## src/rtl/gcd_and_lcm_unit_defines.svh

```systemverilog
// Assertion macros shared by the gcd_and_lcm_unit RTL.
`ifndef GCD_AND_LCM_UNIT_DEFINES_SVH
`define GCD_AND_LCM_UNIT_DEFINES_SVH

// Same-cycle implication, disabled while reset is asserted.
`define GAL_ASSERT_IMP(label, clk, rstn, ante, cons, msg) \
    label: assert property (@(posedge clk) disable iff (!(rstn)) (ante) |-> (cons)) \
        else $error(msg);

// Next-cycle implication, disabled while reset is asserted.
`define GAL_ASSERT_NXT(label, clk, rstn, ante, cons, msg) \
    label: assert property (@(posedge clk) disable iff (!(rstn)) (ante) |=> (cons)) \
        else $error(msg);

`endif

```

## src/rtl/gal_pkg.sv

```systemverilog
`timescale 1ns / 1ps
`default_nettype none

package gal_pkg;

    localparam int OPERAND_BITS = 31;
    localparam int LCM_BITS     = 2 * OPERAND_BITS;
    localparam int CNT_BITS     = $clog2(OPERAND_BITS);

    // Commands from the controller to the datapath
    typedef struct packed {
        logic load;       // capture operands
        logic div_start;  // clear remainder, load dividend and divisor
        logic div_lcm;    // divide first operand by gcd instead of a by b
        logic div_step;   // one restoring-division bit
        logic euc_upd;    // (a, b) <= (b, a mod b)
        logic mul_start;  // clear product accumulator
        logic mul_step;   // one shift-add bit
        logic out_load;   // capture result word
    } gal_cmd_t;

    // Status from the datapath to the controller
    typedef struct packed {
        logic b_zero;     // Euclid loop finished
        logic any_zero;   // an operand was zero
        logic last;       // final bit of a division or multiplication
    } gal_status_t;

endpackage

`default_nettype wire

```

## src/rtl/gal_datapath.sv

```systemverilog
`timescale 1ns / 1ps
`default_nettype none
`include "gcd_and_lcm_unit_defines.svh"

module gal_datapath (
    input  wire logic                              aclk,
    input  wire logic                              aresetn,
    input  wire gal_pkg::gal_cmd_t                 cmd,
    output      gal_pkg::gal_status_t              status,
    input  wire logic [gal_pkg::OPERAND_BITS-1:0]  first_value,
    input  wire logic [gal_pkg::OPERAND_BITS-1:0]  second_value,
    output      logic [gal_pkg::OPERAND_BITS-1:0]  gcd_value,
    output      logic [gal_pkg::LCM_BITS-1:0]      lcm_value
);
    import gal_pkg::*;

    localparam int N = OPERAND_BITS;

    logic [N-1:0]        a_reg, a_next;
    logic [N-1:0]        b_reg, b_next;
    logic [N-1:0]        xs_reg, xs_next;
    logic [N-1:0]        ys_reg, ys_next;
    logic [N-1:0]        rem_reg, rem_next;
    logic [N-1:0]        quo_reg, quo_next;
    logic [N-1:0]        dvs_reg, dvs_next;
    logic [CNT_BITS-1:0] cnt_reg, cnt_next;
    logic [LCM_BITS-1:0] acc_reg, acc_next;
    logic [N-1:0]        gcd_reg, gcd_next;
    logic [LCM_BITS-1:0] lcm_reg, lcm_next;

    logic [N:0]          trial;
    logic                ge;

    // restoring division trial subtract
    assign trial = {rem_reg, quo_reg[N-1]} - {1'b0, dvs_reg};
    assign ge    = ~trial[N];

    always_comb begin
        a_next   = a_reg;
        b_next   = b_reg;
        xs_next  = xs_reg;
        ys_next  = ys_reg;
        rem_next = rem_reg;
        quo_next = quo_reg;
        dvs_next = dvs_reg;
        cnt_next = cnt_reg;
        acc_next = acc_reg;
        gcd_next = gcd_reg;
        lcm_next = lcm_reg;

        if (cmd.load) begin
            a_next  = first_value;
            b_next  = second_value;
            xs_next = first_value;
            ys_next = second_value;
        end
        if (cmd.div_start) begin
            rem_next = '0;
            cnt_next = '0;
            quo_next = cmd.div_lcm ? xs_reg : a_reg;
            dvs_next = cmd.div_lcm ? a_reg : b_reg;
        end
        if (cmd.div_step) begin
            rem_next = ge ? trial[N-1:0] : {rem_reg[N-2:0], quo_reg[N-1]};
            quo_next = {quo_reg[N-2:0], ge};
            cnt_next = cnt_reg + 1'b1;
        end
        if (cmd.euc_upd) begin
            a_next = b_reg;
            b_next = rem_reg;
        end
        if (cmd.mul_start) begin
            acc_next = '0;
            cnt_next = '0;
        end
        // quotient bits MSB first, multiplicand is the second operand
        if (cmd.mul_step) begin
            acc_next = {acc_reg[LCM_BITS-2:0], 1'b0}
                     + (quo_reg[N-1] ? {{(LCM_BITS-N){1'b0}}, ys_reg} : {LCM_BITS{1'b0}});
            quo_next = {quo_reg[N-2:0], 1'b0};
            cnt_next = cnt_reg + 1'b1;
        end
        if (cmd.out_load) begin
            gcd_next = a_reg;
            lcm_next = ((xs_reg != '0) && (ys_reg != '0)) ? acc_reg : '0;
        end
    end

    always_ff @(posedge aclk) begin
        a_reg   <= a_next;
        b_reg   <= b_next;
        xs_reg  <= xs_next;
        ys_reg  <= ys_next;
        rem_reg <= rem_next;
        quo_reg <= quo_next;
        dvs_reg <= dvs_next;
        cnt_reg <= cnt_next;
        acc_reg <= acc_next;
        gcd_reg <= gcd_next;
        lcm_reg <= lcm_next;
    end

    assign status.b_zero   = (b_reg == '0);
    assign status.any_zero = (xs_reg == '0) || (ys_reg == '0);
    assign status.last     = (cnt_reg == CNT_BITS'(N - 1));

    assign gcd_value = gcd_reg;
    assign lcm_value = lcm_reg;

    `GAL_ASSERT_IMP(a_div_nonzero, aclk, aresetn, cmd.div_step, dvs_reg != '0,
        "division step with zero divisor")
    `GAL_ASSERT_IMP(a_rem_below, aclk, aresetn, cmd.div_step, rem_reg < dvs_reg,
        "partial remainder not below divisor")
    `GAL_ASSERT_IMP(a_mul_nonzero, aclk, aresetn, cmd.mul_step, ys_reg != '0,
        "multiplication started with a zero operand")

endmodule

`default_nettype wire

```

## src/rtl/gal_ctrl.sv

```systemverilog
`timescale 1ns / 1ps
`default_nettype none
`include "gcd_and_lcm_unit_defines.svh"

module gal_ctrl (
    input  wire logic                 aclk,
    input  wire logic                 aresetn,
    input  wire logic                 s_valid,
    output      logic                 s_ready,
    output      logic                 m_valid,
    input  wire logic                 m_ready,
    output      gal_pkg::gal_cmd_t    cmd,
    input  wire gal_pkg::gal_status_t status
);
    import gal_pkg::*;

    localparam logic [2:0] S_IDLE = 3'd0;
    localparam logic [2:0] S_EUC  = 3'd1;
    localparam logic [2:0] S_DIV  = 3'd2;
    localparam logic [2:0] S_UPD  = 3'd3;
    localparam logic [2:0] S_MULI = 3'd4;
    localparam logic [2:0] S_MUL  = 3'd5;
    localparam logic [2:0] S_OUT  = 3'd6;

    logic [2:0] state_reg, state_next;
    logic       lcm_phase_reg, lcm_phase_next;
    logic       m_valid_reg, m_valid_next;
    logic       out_free;

    assign out_free = ~m_valid_reg | m_ready;
    assign s_ready  = (state_reg == S_IDLE);
    assign m_valid  = m_valid_reg;

    // next state and command decode
    always_comb begin
        state_next     = state_reg;
        lcm_phase_next = lcm_phase_reg;
        cmd            = '0;
        case (state_reg)
            S_IDLE: begin
                if (s_valid) begin
                    cmd.load   = 1'b1;
                    state_next = S_EUC;
                end
            end
            S_EUC: begin
                if (!status.b_zero) begin
                    cmd.div_start  = 1'b1;
                    lcm_phase_next = 1'b0;
                    state_next     = S_DIV;
                end else if (status.any_zero) begin
                    state_next = S_OUT;
                end else begin
                    cmd.div_start  = 1'b1;
                    cmd.div_lcm    = 1'b1;
                    lcm_phase_next = 1'b1;
                    state_next     = S_DIV;
                end
            end
            S_DIV: begin
                cmd.div_step = 1'b1;
                if (status.last) begin
                    state_next = lcm_phase_reg ? S_MULI : S_UPD;
                end
            end
            S_UPD: begin
                cmd.euc_upd = 1'b1;
                state_next  = S_EUC;
            end
            S_MULI: begin
                cmd.mul_start = 1'b1;
                state_next    = S_MUL;
            end
            S_MUL: begin
                cmd.mul_step = 1'b1;
                if (status.last) begin
                    state_next = S_OUT;
                end
            end
            S_OUT: begin
                if (out_free) begin
                    cmd.out_load = 1'b1;
                    state_next   = S_IDLE;
                end
            end
            default: begin
                state_next = S_IDLE;
            end
        endcase
    end

    // result word valid flag
    always_comb begin
        if (cmd.out_load) begin
            m_valid_next = 1'b1;
        end else if (m_ready) begin
            m_valid_next = 1'b0;
        end else begin
            m_valid_next = m_valid_reg;
        end
    end

    always_ff @(posedge aclk) begin
        if (!aresetn) begin
            state_reg     <= S_IDLE;
            lcm_phase_reg <= 1'b0;
            m_valid_reg   <= 1'b0;
        end else begin
            state_reg     <= state_next;
            lcm_phase_reg <= lcm_phase_next;
            m_valid_reg   <= m_valid_next;
        end
    end

    `GAL_ASSERT_NXT(a_accept_starts, aclk, aresetn, s_valid && s_ready,
        state_reg == S_EUC, "accepted word did not start the Euclid loop")
    `GAL_ASSERT_IMP(a_no_overwrite, aclk, aresetn, cmd.out_load,
        !m_valid_reg || m_ready, "result overwritten before it was taken")
    `GAL_ASSERT_NXT(a_div_ends, aclk, aresetn, (state_reg == S_DIV) && status.last,
        state_reg != S_DIV, "division ran past its last bit")

endmodule

`default_nettype wire

```

## src/rtl/gcd_and_lcm_unit.sv

```systemverilog
`timescale 1ns / 1ps
`default_nettype none

// GCD and LCM unit: takes two unsigned operands per input word and returns one
// result word with their greatest common divisor and their exact least common
// multiple (zero if either operand is zero; gcd(x,0) = x). One word is worked
// at a time by a shared bit-serial divider and shift-add multiplier. Each Euclid
// remainder step is one restoring division; the LCM needs one more division of
// the first operand by the gcd and a shift-add multiply. For 31-bit operands the
// number of Euclid remainder steps is at most about 45. A finished result waits
// in an output register; the next input word is accepted while it waits.
module gcd_and_lcm_unit (
    input  wire logic                              aclk,
    input  wire logic                              aresetn,
    input  wire logic                              s_valid,
    output      logic                              s_ready,
    input  wire logic [gal_pkg::OPERAND_BITS-1:0]  s_first_value,
    input  wire logic [gal_pkg::OPERAND_BITS-1:0]  s_second_value,
    output      logic                              m_valid,
    input  wire logic                              m_ready,
    output      logic [gal_pkg::OPERAND_BITS-1:0]  m_gcd_value,
    output      logic [gal_pkg::LCM_BITS-1:0]      m_lcm_value
);
    import gal_pkg::*;

    gal_cmd_t    cmd;
    gal_status_t status;

    // sequencer
    gal_ctrl u_ctrl (
        .aclk    (aclk),
        .aresetn (aresetn),
        .s_valid (s_valid),
        .s_ready (s_ready),
        .m_valid (m_valid),
        .m_ready (m_ready),
        .cmd     (cmd),
        .status  (status)
    );

    // operand, divider, multiplier and result registers
    gal_datapath u_datapath (
        .aclk         (aclk),
        .aresetn      (aresetn),
        .cmd          (cmd),
        .status       (status),
        .first_value  (s_first_value),
        .second_value (s_second_value),
        .gcd_value    (m_gcd_value),
        .lcm_value    (m_lcm_value)
    );

endmodule

`default_nettype wire
```

## config.mk

```make
export PLATFORM = sky130hd
export DESIGN_NAME = gcd_and_lcm_unit
export DESIGN_NICKNAME = d
export VERILOG_FILES = /design/src/rtl/gal_pkg.sv /design/src/rtl/gal_datapath.sv /design/src/rtl/gal_ctrl.sv /design/src/rtl/gcd_and_lcm_unit.sv
export VERILOG_INCLUDE_DIRS = /design/src /design/src/rtl
export SDC_FILE = /design/constraint.sdc
export NUM_CORES = 1
export LEC_CHECK = 0
export BUFFER_PORTS_ARGS = -buffer_cell sky130_fd_sc_hd__buf_2
export CAP_MARGIN = 10
export CORE_AREA = 10 10 173 207
export DETAILED_ROUTE_END_ITERATION = 8
export DIE_AREA = 0 0 183 217
export GPL_ROUTABILITY_DRIVEN = 0
export HOLD_SLACK_MARGIN = 0.12
export PLACE_DENSITY = 0.79
export SYNTH_ARGS = -nofsm -noshare
export SYNTH_HDL_FRONTEND = slang
export SYNTH_SLANG_ARGS = --single-unit
```

## constraint.sdc

```tcl
create_clock -name aclk -period 8.1 [get_ports aclk]
set_input_delay 2.025 -clock aclk [delete_from_list [all_inputs] [get_ports aclk]]
set_output_delay 2.025 -clock aclk [all_outputs]
set_load 0.03 [all_outputs]
```

# Yosys cells after proc, flatten, opt, wreduce, memory -nomap -nowiden
# Index checks and enable logic that the tools add are counted.
dict set report word_totals {
  regBits 382
  input_bits 66
  out_inout_bits 95
  word_cells 92
}
dict set report op_classes {
  n_addsub 3
  eq_ne 12
  mux 43
  n_bitwise 3
  reduce_logical 16
}
# op count
set op_table {}
lappend op_table {{31-bit two-way mux} 13}
lappend op_table {{62-bit two-way mux} 2}
lappend op_table {{31-bit zero test} 3}
lappend op_table {{62-bit adder} 1}
lappend op_table {{31-bit nonzero test} 2}
lappend op_table {{32-bit by 31-bit subtractor with 32-bit output} 1}
lappend op_table {{3-bit two-way mux} 7}
lappend op_table {{3-bit one-hot mux with 7 select lines} 1}
lappend op_table {{5-bit two-way mux} 4}
lappend op_table {{1-bit two-way mux} 14}
lappend op_table {{3-bit equality test (second input constant)} 3}
lappend op_table {{2-bit inequality test (second input constant)} 4}
lappend op_table {{2-bit nonzero test} 4}
lappend op_table {{3-bit by 2-bit equality test with 1-bit output (second input constant)} 2}
lappend op_table {{5-bit by 1-bit adder with 5-bit output (second input constant)} 1}
lappend op_table {{5-bit equality test (second input constant)} 1}
lappend op_table {{2-bit two-way mux} 2}
lappend op_table {{4-bit AND reduction} 1}
lappend op_table {{4-bit nonzero test} 1}
lappend op_table {{3-bit by 1-bit equality test with 1-bit output (second input constant)} 1}
lappend op_table {{3-bit zero test} 1}
lappend op_table {{3-bit nonzero test} 1}
lappend op_table {{2-bit by 1-bit inequality test with 1-bit output (second input constant)} 1}
lappend op_table {{1-bit NOT} 2}
lappend op_table {{other kinds (4)} 4}

# Longest topological paths before layout
# Gate-level depths: netlist of run 1.
dict set report logic_depth {
  word_depth 9
  depth_mapped 15
  depth_no_buf 14
}

# By module
# Synthesis of run 1 repeated with hierarchy kept, for this count alone.
dict set report hier_totals {
  cells_unflattened 1518
  area_unflattened_um2 19102.1
}
# module instances cells_each area_per_inst_um2
set modules_own_cells {}
lappend modules_own_cells {gal_datapath 1 1473 18729.2}
lappend modules_own_cells {gal_ctrl 1 45 372.9}

# Worst setup path before layout of run 1
# Ideal clock, no wire load.
dict set report synth_path {
  path_type {input-to-reg}
  from {input port m_ready}
  to {register u_datapath.gcd_reg[0], in the netlist u_datapath.gcd_value[0], enable pin}
  setup_ps 556
  arrival_ps 6270
  slack_ps 1274
  stages 2
  path_buffers 0
  path_cell_list {nand2b_1 nor2b_1}
}
# item line
set synth_rtl {}
lappend synth_rtl {{start: declaration} gcd_and_lcm_unit.sv:20} ;# input wire logic m_ready,
lappend synth_rtl {{end signal: assignment} gal_datapath.sv:99} ;# gcd_reg <= gcd_next;
lappend synth_rtl {{end: declaration} gal_datapath.sv:28} ;# logic [N-1:0] gcd_reg, gcd_next;

# Worst setup path after layout of run 1
dict set report layout_path {
  from {register u_datapath.quo_reg[30]}
  to {register u_datapath.acc_reg[43], data pin}
}
dict set report layout_between {
  elab_chain_cells 3
}
# item line
set layout_lines {}
lappend layout_lines {{start: declaration} gal_datapath.sv:24} ;# logic [N-1:0] quo_reg, quo_next;
lappend layout_lines {{start signal: assignment} gal_datapath.sv:95} ;# quo_reg <= quo_next;
lappend layout_lines {{31-bit two-way mux} gal_datapath.sv:79} ;# + (quo_reg[N-1] ? {{(LCM_BITS-N){1'b0}}, ys_reg} : {LCM_BITS{1'b0}});
lappend layout_lines {{62-bit adder} gal_datapath.sv:79}
lappend layout_lines {{62-bit two-way mux} gal_datapath.sv:77} ;# if (cmd.mul_step) begin
lappend layout_lines {{end signal: assignment} gal_datapath.sv:98} ;# acc_reg <= acc_next;
lappend layout_lines {{end: declaration} gal_datapath.sv:27} ;# logic [LCM_BITS-1:0] acc_reg, acc_next;
# Every way passes these cells.
# A chain may end at the register's enable or synchronous reset.

==> summary.txt, run 1 <==
================================================================================
Result of the run ................................................. complete, no violations
Cell count after synthesis ........................................        1,534
Post-Layout Cell Count ............................................        2,116
Cell seen most often among critical-path stages ...................       a41o_1
Clock latency on the worst-skew pair ..............................      0.54 ns
Pin count of the biggest net entering global routing ..............           71
Maximum number of buffers from clock root to sink .................            3
Clock tree from TritonCTS .........................................        built
Initial detailed-routing violation count ..........................        1,238
Cell type of the slowest stage on the worst timing path ...........     edfxtp_1
Part of the cycle the worst path needs ............................       0.5732
Detailed-routing iteration count for the pre-antenna-repair pass ..            5
Sequence of cells on the critical path ............................ and2_1, ha_1, fa_1, a211oi_2, o21ai_1, a21o_1, o311a_1, a41o_1, a211o_1, a41o_1, nand3_1, xor2_1, nor2_1
First-pass GRT wire length ........................................    69,870 um
H-tree levels .....................................................            2
Worst hold path stage count .......................................            0
Part of the Yosys area used for sequential elements ...............       0.6071
Routed length per placed instance .................................     21.31 um
Peak per-stage delay on the critical path .........................      0.71 ns
Top area cells in the synthesized netlist ......................... edfxtp_1 60%, ha_1 4.2%, mux2_2 3.7%, and2_1 3.3%, nor2_1 3.1%
Count of distinct cell types in the synthesized netlist ...........           64
Cts-stage hold buffer count .......................................            0
Number of CTS-inserted buffers ....................................           38
Die outline width .................................................       183 um
Count of flip-flops with a built-in enable after synthesis ........          376
Combinational family with the most area after synthesis ........... simple AND/OR/NAND/NOR gates
Total stage count of the critical path ............................           13
Setup skew after layout ...........................................   0.01561 ns
Final Routed Wirelength ...........................................    45,100 um
Synth Area in XOR/XNOR ............................................      0.03868
Initial core utilization ..........................................       0.5894
Antenna Nets Post-Route ...........................................            0
Power density of the placed cells ................................. 266.8 nW/um2
Achievable Freq ...................................................   0.2154 GHz
Max Transition Viols Final ........................................            0
Count of buffer and inverter cells on the critical path ...........            0
Most used cells in the layout excluding fill and tap cells ........ 376 x edfxtp_1, 160 x buf_2, 152 x nor2_1, 123 x nand2_1, 100 x and2_1
Post-route DRC violation count ....................................            0
Multiplexer fraction of the synthesized cell area .................      0.04993
Cell accounting for the most synthesized area .....................     edfxtp_1
Min-delay worst type .............................................. flop to flop
Nets@finish .......................................................        1,814
CP max FO .........................................................           33
Critical Path AT ..................................................      4.90 ns
Depth of the most critical reg-to-reg path ........................           13
Area fraction in compound gates after synthesis ...................      0.09613
Final design area excluding fillers ...............................   21,210 um2
I/O pins ..........................................................          161
Placed Cells incl. Taps ...........................................        2,050
Share of synthesized flip-flops with an asynchronous set or reset .            0
Clock-pin slew on the worst setup and hold paths ..................      0.06 ns
Count of input and output buffers .................................          160
Number of gates resized after CTS .................................            0
Post-detailed-placement cell area .................................   19,980 um2
Layout cells sized above 1 ........................................       0.1831
Synth-to-Final Area Change ........................................       12.83%
Global Route Usage Sum ............................................       0.2217
Clock root buffer .................................................    clkbuf_16
Element type at the critical path start ...........................         flop
Required time at the endpoint of the critical path ................      8.35 ns
Chip height .......................................................       217 um
Relative slew slack ...............................................       0.2988
Top delay family on crit path ..................................... compound AO/OA/AOI/OAI gates
P_leak ............................................................     8.319 nW
Final-report hold violation count .................................            0
Pre-CTS setup slack ...............................................     3.553 ns
Fill count ........................................................        2,315
Initial antenna violation count ...................................            0
Unrepaired setup endpoints after global routing ...................        false
Yosys warning total ...............................................            0
Netlist area before placement .....................................   18,800 um2
Number of maximum-capacitance violations ..........................            0
# setup viols final ...............................................            0
Setup Total Neg Slack .............................................         0 ns
Synth Area per Inst ...............................................    12.25 um2
Overflow left after global routing ................................            0
Post-synth net total ..............................................        1,665
Floorplan die area ................................................   39,710 um2
Total number of clock tree sinks ..................................          382
Most common cell after layout, fill and taps aside ................     edfxtp_1
Number of register bits inferred by synthesis .....................          382
Final critical-path required period ...............................     4.643 ns
Adder-cell share of the synthesized area ..........................      0.04407
Via count normalized by instance count ............................        6.072
Ant. Diodes .......................................................            0
Site row count ....................................................           72
Total core area ...................................................   31,890 um2
Slew at the pin with the worst max-slew slack .....................     1.049 ns
Worst VDD drop ....................................................     181.6 uV
Top flip-flop cell by instance count after synthesis ..............     edfxtp_1
Half-perimeter wire length after placement ........................    31,880 um
Setup crit end kind ...............................................         flop
# Post-CTS Setup Buffers ..........................................            0
Min setup slack post-route ........................................     3.457 ns
Via count of the first global-routing pass ........................       12,958
Simple-gate share of the synthesized area .........................       0.1402
Vias after detailed routing .......................................       12,848
Class of the most critical setup path ............................. flop to flop
Area share of the largest cell type after synthesis ...............       0.6007
================================================================================
-- power breakdown --
| group | switching [W] | internal, W | total (W) | leakage (nW) |
|---|---|---|---|---|
| clock network | 0.000740 | 0.00101 | 0.00175 | 0.593 |
| logic | 0.000790 | 0.000545 | 0.00133 | 4.16 |
| registers | 0.000140 | 0.00243 | 0.00257 | 3.56 |
| total | 0.00167 | 0.00399 | 0.00566 | 8.32 |
-- logic make-up after synthesis --
group,count (synthesis)
AOI/OAI and AO/OA,272
xor gates and xnor gates,83
adders and majority gates,65
buffers and inverters,111
DFF,382
muxes,86
and+or+nand+nor,535
-- final timing paths --
kind	from	endpoint	slack, ns
worst max-delay path	u_datapath.quo_reg[30]	u_datapath.acc_reg[43]	3.46
worst min register to register	u_datapath.a_reg[14]	u_datapath.gcd_value[14]	0.49
worst max register to register	u_datapath.quo_reg[30]	u_datapath.acc_reg[43]	3.46
worst min-delay path	u_datapath.a_reg[14]	u_datapath.gcd_value[14]	0.49
-- per-stage QoR --
step	hold WS, ns	util	power, W
5_1_grt	0.4985	0.6650	0.005905
3_5_place_dp	0.4644	0.6264	0.003913
6_report	0.4904	0.6650	0.005657
4_1_cts	0.4888	0.6650	0.005664
2_1_floorplan	0.4439	-	0.003597
3_3_place_gp	0.4695	0.6264	0.003874
-- worst reg2reg max path, delay by kind of cell (launching register included) --
kind                     cells  cell delay [ns]
AO/OA/AOI/OAI                7             2.18
XOR/XNOR                     1             0.20
adder cells (fa/ha/maj)      2             0.67
flip-flops                   1             0.71
AND/OR/NAND/NOR              3             0.60
-- layer usage --
| layer | GRT usage | wire length, um | up-vias |
|---|---|---|---|
| li1 | - | - | 5949 |
| met1 | 0.2658 | 17620 | 6278 |
| met2 | 0.3878 | 22840 | 521 |
| met3 | 0.04083 | 3096 | 100 |
| met4 | 0.08618 | 1541 | 0 |
| met5 | 0 | 0 | - |
-- final cells by class --
| type | count | area [um2] | area share |
|---|---|---|---|
| Clock buffer | 44 | 1037 | 0.04891 |
| Clock inverter | 22 | 192.7 | 0.009086 |
| Inverter | 48 | 180.2 | 0.008496 |
| Multi-Input combinational cell | 1041 | 6985 | 0.3294 |
| Sequential cell | 382 | 11410 | 0.5381 |
| Tap cell | 407 | 509.2 | 0.02401 |
| Timing Repair Buffer | 172 | 890.9 | 0.04201 |
-- synthesized netlist by cell type (6+ instances only) --
library cell and number:
nand2b_1 10, nor2_1 153, or3_1 6, a211oi_1 9, inv_1 48, nor2b_1 18, nand2_1 126, ha_1 63
nand4_1 25, mux2i_1 24, nand3_1 23, o21bai_1 8, o21a_1 8, dfxtp_1 6, a21boi_0 6, o211ai_1 6
o21ai_0 37, nor3_1 16, o31ai_1 6, a31oi_1 38, nor4_1 25, and3_1 15, xor2_1 43, edfxtp_1 376
and2_1 100, mux2_2 62, clkbuf_1 53, xnor2_1 40, a21oi_1 60, a21o_1 64
No activity file was read; power rests on OpenSTA's default activity.
==> run 2: changes to the inputs <==
--- a/config.mk
+++ b/config.mk
@@ -8,12 +8,12 @@
 export LEC_CHECK = 0
 export BUFFER_PORTS_ARGS = -buffer_cell sky130_fd_sc_hd__buf_2
 export CAP_MARGIN = 10
-export CORE_AREA = 10 10 173 207
+export CORE_AREA = 10 10 182 218
 export DETAILED_ROUTE_END_ITERATION = 8
-export DIE_AREA = 0 0 183 217
+export DIE_AREA = 0 0 192 228
 export GPL_ROUTABILITY_DRIVEN = 0
 export HOLD_SLACK_MARGIN = 0.12
-export PLACE_DENSITY = 0.79
+export PLACE_DENSITY = 0.75
 export SYNTH_ARGS = -nofsm -noshare
 export SYNTH_HDL_FRONTEND = slang
 export SYNTH_SLANG_ARGS = --single-unit
==> constraint.sdc (replaced) <==
create_clock -name aclk -period 3.93 [get_ports aclk]
set_input_delay 0.9825 -clock aclk [delete_from_list [all_inputs] [get_ports aclk]]
set_output_delay 0.9825 -clock aclk [all_outputs]
set_load 0.03 [all_outputs]
==> run 2 against run 1 <==
  * Worst setup slack lost 3.3 ns
  * Clock skew grew 0.013 ns
  * Clock power grew 110%
  * Register-to-register slack lost 3.3 ns
  * Die area grew 10%
  * Critical path depth grew 1
  * Worst hold slack lost 0.016 ns
  * Count of clock-buffer cells in the layout grew 9
  * Power grew 110%
  * First-iteration DRC count shrank 33%
  * Sequential power grew 110%
  * Utilization shrank 5.8 points
  * Critical path type unchanged
  * Highest routed layer unchanged
==> summary.txt, run 2 (synthesized netlist as in run 1, its figures left out) <==
===============================================================================
Worst VDD drop ...................................................     352.5 uV
Half-perimeter wire length after placement .......................    32,820 um
Critical Path AT .................................................      4.03 ns
Vias after detailed routing ......................................       12,805
Top delay family on crit path .................................... compound AO/OA/AOI/OAI gates
Net Sw Frac ......................................................       0.2926
Sequential Power Share ...........................................        0.447
Clock-pin slew on the worst setup and hold paths .................      0.06 ns
Power density of the placed cells ................................ 547.3 nW/um2
Nets@finish ......................................................        1,833
Overflow left after global routing ...............................            0
Area of the multi-input gates ....................................     7004 um2
Part of the cycle the worst path needs ...........................       0.9588
Clock Power Share ................................................        0.309
Sequence of cells on the critical path ........................... and2_1, ha_1, fa_2, a211oi_4, o21ai_2, a21o_1, o311a_1, a41o_1, a211o_1, a41o_1, buf_12, nand3_1, xor2_1, nor2_1
Die outline width ................................................       192 um
Via count normalized by instance count ...........................        5.823
First-pass GRT wire length .......................................    69,280 um
Initial antenna violation count ..................................            0
Required time at the endpoint of the critical path ...............      4.19 ns
Total number of clock tree sinks .................................          382
Pin count of the biggest net entering global routing .............           63
CP max FO ........................................................           15
Result of the run ................................................ complete, no violations
Number of CTS-inserted buffers ...................................           39
Detailed-routing iteration count for the pre-antenna-repair pass .            5
Chip height ......................................................       228 um
Setup skew after layout ..........................................   0.02834 ns
Slew at the pin with the worst max-slew slack ....................     1.081 ns
P_leak ...........................................................     8.452 nW
Int Power ........................................................   0.008338 W
Relative slew slack ..............................................       0.2778
Achievable Freq ..................................................   0.2654 GHz
Share of power burned in combinational logic .....................        0.243
Count of input and output buffers ................................          160
Layout cells sized above 1 .......................................       0.1918
Final critical-path required period ..............................     3.768 ns
H-tree levels ....................................................            2
Cell type of the slowest stage on the worst timing path ..........         fa_2
Element type at the critical path start ..........................         flop
Global Route Usage Sum ...........................................       0.1998
Class of the most critical setup path ............................ flop to flop
Peak per-stage delay on the critical path ........................      0.42 ns
Clock latency on the worst-skew pair .............................      0.55 ns
Initial detailed-routing violation count .........................          835
Total power of the final layout ..................................    0.01179 W
Min-delay worst type ............................................. flop to flop
Clock root buffer ................................................    clkbuf_16
Unrepaired setup endpoints after global routing ..................        false
Sequential cell area .............................................   11,410 um2
Setup crit end kind ..............................................         flop
Total core area ..................................................   35,470 um2
Most used cells in the layout excluding fill and tap cells ....... 376 x edfxtp_1, 160 x buf_2, 152 x nor2_1, 124 x nand2_1, 100 x and2_1
Number of maximum-capacitance violations .........................            0
Final-report hold violation count ................................            0
Initial core utilization .........................................       0.5299
Floorplan die area ...............................................   43,780 um2
Post-route DRC violation count ...................................            0
# setup viols final ..............................................            0
Final Routed Wirelength ..........................................    44,870 um
Site row count ...................................................           76
I/O pins .........................................................          161
Count of buffer and inverter cells on the critical path ..........            1
Setup Total Neg Slack ............................................         0 ns
Clock tree from TritonCTS ........................................        built
Max Transition Viols Final .......................................            0
Cell seen most often among critical-path stages ..................       a41o_1
Routed length per placed instance ................................     20.40 um
Fill count .......................................................        2,766
Synth-to-Final Area Change .......................................       14.58%
Ant. Diodes ......................................................            0
Maximum number of buffers from clock root to sink ................            3
Switching power total ............................................   0.003449 W
Via count of the first global-routing pass .......................       12,529
Most common cell after layout, fill and taps aside ...............     edfxtp_1
Antenna Nets Post-Route ..........................................            0
Setup slack of the most critical reg-to-reg path .................      0.16 ns
Cts-stage hold buffer count ......................................            0
===============================================================================
[run 2: worst paths after layout]
| check | start | endpoint | depth (start not counted) |
|---|---|---|---|
| max reg2reg | u_datapath.quo_reg[30] | u_datapath.acc_reg[35] | 14 |
| min reg2reg | u_datapath.a_reg[30] | u_datapath.gcd_value[30] | 0 |
| min | u_datapath.a_reg[30] | u_datapath.gcd_value[30] | 0 |
| max | u_datapath.quo_reg[30] | u_datapath.acc_reg[35] | 14 |
[run 2: final cells by class]
type	count	share of cell area
clock buffer	53	0.04967
timing repair buffer	190	0.05130
sequential	382	0.5299
tap	468	0.02719
inverter	48	0.008366
multi-input combinational	1041	0.3252
clock inverter	17	0.008366
[run 2: through the flow]
stage          hold WS [ns]    util  std cells  setup WS (ns)  instance area [um2]
6_report             0.4740  0.6072       2199         0.1619                21540
5_1_grt              0.5033  0.6072       2199        0.01216                21540
4_1_cts              0.4699  0.6059       2196        0.06243                21490
3_5_place_dp         0.4635  0.5706       2126        0.07885                20240
3_3_place_gp         0.4748  0.5706       2126         0.1632                20240
2_1_floorplan        0.4439       -       1534         0.1141                18810
[run 2: power groups by stage]
stage               logic [W]  registers [W]  clock network (W)
global placement      0.00275        0.00534                  0
CTS                   0.00283        0.00527            0.00371
finish                0.00287        0.00527            0.00364
floorplan             0.00218        0.00523                  0
global route          0.00317        0.00531            0.00388
detailed placement    0.00280        0.00535                  0
[run 2: what timing repair did]
action,4_1_cts,5_1_grt
setup endpoints to repair,1,27
hold endpoints to repair,0,0
setup buffers,0,3
pin swaps,0,7
resized for setup,1,5
[run 2: routing by layer]
| layer | share of wire | track usage | vias to the layer above |
|---|---|---|---|
| li1 | - | - | 5989 |
| met1 | 0.39 | 0.2399 | 6253 |
| met2 | 0.50 | 0.3452 | 458 |
| met3 | 0.067 | 0.03663 | 105 |
| met4 | 0.037 | 0.08054 | 0 |
| met5 | 0 | 0 | - |
